<file path="config.mk">
export PLATFORM = sky130hd
export DESIGN_NAME = bprs_queue
export DESIGN_NICKNAME = d
export VERILOG_FILES = /design/src/design/bprs_pkg.sv /design/src/design/bprs_queue.sv
export SDC_FILE = /design/constraint.sdc
export NUM_CORES = 1
export LEC_CHECK = 0
export BUFFER_PORTS_ARGS = -buffer_cell sky130_fd_sc_hd__buf_2
export CORE_MARGIN = 3
export CORE_UTILIZATION = 55
export DETAILED_ROUTE_END_ITERATION = 12
export HOLD_SLACK_MARGIN = 0.1
export PLACE_DENSITY = 0.84
export REMOVE_ABC_BUFFERS = 1
export SYNTH_ARGS = -nofsm -noshare
export SYNTH_HDL_FRONTEND = slang
export SYNTH_SLANG_ARGS = --single-unit
</file>
<file path="constraint.sdc">
create_clock -name clk_i -period 4.1 [get_ports clk_i]
set_input_delay 0 -clock clk_i [delete_from_list [all_inputs] [get_ports clk_i]]
set_output_delay 0 -clock clk_i [all_outputs]
set_load 0.01 [all_outputs]
</file>
<file path="src/design/bprs_pkg.sv">
// ----------------------------------------------------------------------------
// bprs_pkg
// Shared types and codes for the blocked prefix range sum core.
// ----------------------------------------------------------------------------
package bprs_pkg;

  localparam int BLOCK_SIZE = 32;
  localparam int NUM_BLOCKS = 32;

  typedef enum logic [2:0] {
    KIND_CLEAR = 3'd0,
    KIND_LOAD  = 3'd1,
    KIND_ADD   = 3'd2,
    KIND_SUB   = 3'd3,
    KIND_QUERY = 3'd4
  } kind_e;

  typedef struct packed {
    logic [2:0]  kind;
    logic [10:0] position;
    logic [15:0] operand_b;
  } req_t;

  typedef struct packed {
    logic signed [31:0] range_sum;
    logic               status;
  } rsp_t;

endpackage

</file>
<file path="src/design/bprs_queue.sv">
// ----------------------------------------------------------------------------
// bprs_queue
// Two-entry request queue between the front and back parts.
// ----------------------------------------------------------------------------
module bprs_queue (
  input  logic           clk_i,
  input  logic           rst_ni,
  input  logic           push_i,
  input  bprs_pkg::req_t push_data_i,
  output logic           full_o,
  input  logic           pop_i,
  output logic           empty_o,
  output bprs_pkg::req_t pop_data_o
);
  import bprs_pkg::*;

  req_t       mem_q [2];
  logic       wptr_q, rptr_q;
  logic [1:0] cnt_q;

  assign full_o     = cnt_q == 2'd2;
  assign empty_o    = cnt_q == 2'd0;
  assign pop_data_o = mem_q[rptr_q];

  always_ff @(posedge clk_i or negedge rst_ni) begin
    if (!rst_ni) begin
      wptr_q <= 1'b0;
      rptr_q <= 1'b0;
      cnt_q  <= 2'd0;
    end else begin
      if (push_i) wptr_q <= ~wptr_q;
      if (pop_i) rptr_q <= ~rptr_q;
      cnt_q <= cnt_q + {1'b0, push_i} - {1'b0, pop_i};
    end
  end

  always_ff @(posedge clk_i) begin
    if (push_i) mem_q[wptr_q] <= push_data_i;
  end
endmodule

</file>
==> reports/qor.txt <==
HPWL Detailed = 2880 µm
Worst vdd ir = 0.000416 V
Final setup vio count = 0
Adder-Cell Fraction of Synth Area = 1.06%
Synth Register Bits = 64
Fmax = 0.567 GHz
Type of the worst setup path = reg -> out
Slowest stage delay, CP = 530 ps
Slew @ Worst Pin = 344 ps
Synth Area in Compound Gates = 0%
Root Buffer = clkbuf_8
Syn Inst Count = 108
Routability cong. = 0.763
Via count = 1,344
Clock skew = 4.17 ps
Max Slew Vio Count = 0
Vias/cell = 4.92
Die X = 71.6 µm
Post-synthesis sequential area ratio = 80.3%
Fin crit period = 1760 ps
Ports = 66
Global route overflow = 0
I/O Buffers = 65
Die Y = 71.6 µm
Hold Crit Class = in -> reg
Clock Path Buffers = 2
Synth cell types = 11
Ant. Diodes = 0
LEAKAGE = 1.29 nW
Reg clk slew, reported paths = 60 ps
Simple logic cell fraction of the synthesized area = 0.950%
Final Cycle Share = 43.0%
Max-Slew Margin vs Limit = 77.0%
Total wire length = 4470 µm
Power Total = 0.00200 W
Final cell count without fillers = 273
Synth Area in XOR/XNOR = 1.74%
Vias in the first global route = 1,446
Main combinational cell family by area after synthesis = multiplexers
Quantity of gates resized following cts = 0
Dpl cells = 223
Clock latency on the worst-skew pair = 320 ps
GRT Resource Usage Total = 18.6%
Area grow syn2layout = 37.9%
Initial antenna violation count = 0
TritonRoute pass-1 iters = 4
Initial core utilization = 58.0%
Status = complete, no violations
Fin Setup TNS = 0 ps
Delay-heaviest family, CP = flip-flops
Routed len/inst = 16.4 µm
Max FO, Critical Path = 25
Synthesized cell area = 2370 µm²
Crit path arrival time = 1760 ps
Max-cap violations = 0
FILL cells = 226
CP bufs+invs = 2
Synth Warn # = 0
Fraction of layout cells with a size suffix above 1 = 49.8%
Largest net degree at the start of global routing = 26
CP Cell Sequence = buf_4, mux2_2, buf_2
TritonCTS buffer count = 9
Cell Rows = 23
PD cells = 613 nW/µm²
Startpoint Class = register
Post-synthesis mux area share = 14.3%
Hold WS = 408 ps
RSZ-0062 raised after global routing = no
TritonCTS clock tree = built
Initial DRC Count = 77
Nets = 254
Type of element capturing the critical path = output port
Data required, critical path = 4100 ps
Final ANT Viol Nets = 0
Global-route wire length before repair = 6920 µm
Synth Area per Inst = 21.9 µm²
Critical path's slowest cell = dfrtp_1
DRC Markers = 0
Die area = 5130 µm²
H-tree Lvls = 3
Final Hold Violating Endpoints = 0
Core region area = 4090 µm²
CTS sink count = 64
kinds of logic (layout without fill, tap and decap cells):
family	after synthesis	count (layout)
flops	64	64
fa+ha+maj	2	2
buf+inv	5	120
simple gates	4	4
mux	30	30
xor+xnor	3	3
sequential cells by signal, summed over array words and instances (netlist names):
| name | count |
|---|---|
| rptr_q | 1 |
| cnt_q | 2 |
| wptr_q | 1 |
| mem_q | 60 |
cell usage after synthesis:
cell type,n,area share (%)
nor2_1,1,0.16
and2_1,1,0.26
mux2_2,30,14
dfrtp_1,4,4.2
buf_6,3,1.4
xor2_1,2,0.74
nor2b_1,2,0.53
inv_1,2,0.32
xor3_1,1,1.0
ha_1,2,1.1
edfxtp_1,60,76
power breakdown:
part / internal, W / leakage [nW] / total [W] / switching [W]
Clock: 0.000275 / 0.0922 / 0.000484 / 0.000209
Combinational: 0.000298 / 0.592 / 0.000592 / 0.000294
Sequential: 0.000872 / 0.610 / 0.000928 / 0.0000553
layout make-up:
type	count	area, µm²	area share, %
clock buffer	11	131	4.02
clock inverter	5	47.5	1.45
inverter	2	7.51	0.230
multi-input combinational	39	429	13.1
sequential	64	1900	58.2
tap	50	62.6	1.91
timing repair buffer	102	688	21.1
per-stage QoR:
step	instance area (µm²)	util [%]	setup slack (ps)
CTS	3270	80.0	2320
floorplan	2340	-	1930
detailed placement	2750	67.3	2650
finish	3270	80.0	2340
global route	3270	80.0	2270
global placement	2750	67.3	2740
worst reg2reg max path: cells and delay by family (launching register included):
kind                   cells  cell delay, ps
DFF                        1             410
and+or+nand+nor            1             320
buffers and inverters      1             390
path summary, 6_finish.rpt:
kind / cells past startpoint / to / slack, ps / start
min in group asynchronous: 3 / cnt_q[0]$_DFF_PN0_ / 600 / rst_ni
hold / removal: 2 / mem_q[1][15]$_DFFE_PP_ / 410 / push_data_i[15]
setup reg to reg: 2 / mem_q[0][9]$_DFFE_PP_ / 2630 / wptr_q$_DFFE_PN0P_
max in group asynchronous: 3 / rptr_q$_DFFE_PN0P_ / 3300 / rst_ni
setup / recovery: 3 / pop_data_o[12] / 2340 / rptr_q$_DFFE_PN0P_
hold reg to reg: 1 / wptr_q$_DFFE_PN0P_ / 540 / wptr_q$_DFFE_PN0P_
layer usage:
metal | GRT usage [%] | part of all wire (%) | vias to the layer above
li1 | - | - | 641
met3 | 4.77 | 5.4 | 6
met4 | 6.26 | 1.2 | 0
met2 | 34.7 | 55 | 50
met1 | 20.4 | 38 | 647
met5 | 0 | 0 | -
placed cells by master, fill, tap and decap left out, types with 2 or more instances in the layout:
cell	count
buf_2	65
edfxtp_1	60
dlygate4sd3_1	34
mux2_2	30
clkbuf_8	9
dfrtp_1	4
buf_4	3
inv_1	2
xor2_1	2
ha_1	2
clkinv_2	2
clkbuf_1	2
clkinv_1	2
what timing repair did:
action	in CTS	in global routing
hold buffers	34	0
hold endpoints to repair	67	0
setup endpoints to repair	0	0
setup buffers	0	0
(Power assumes the default switching activity.)
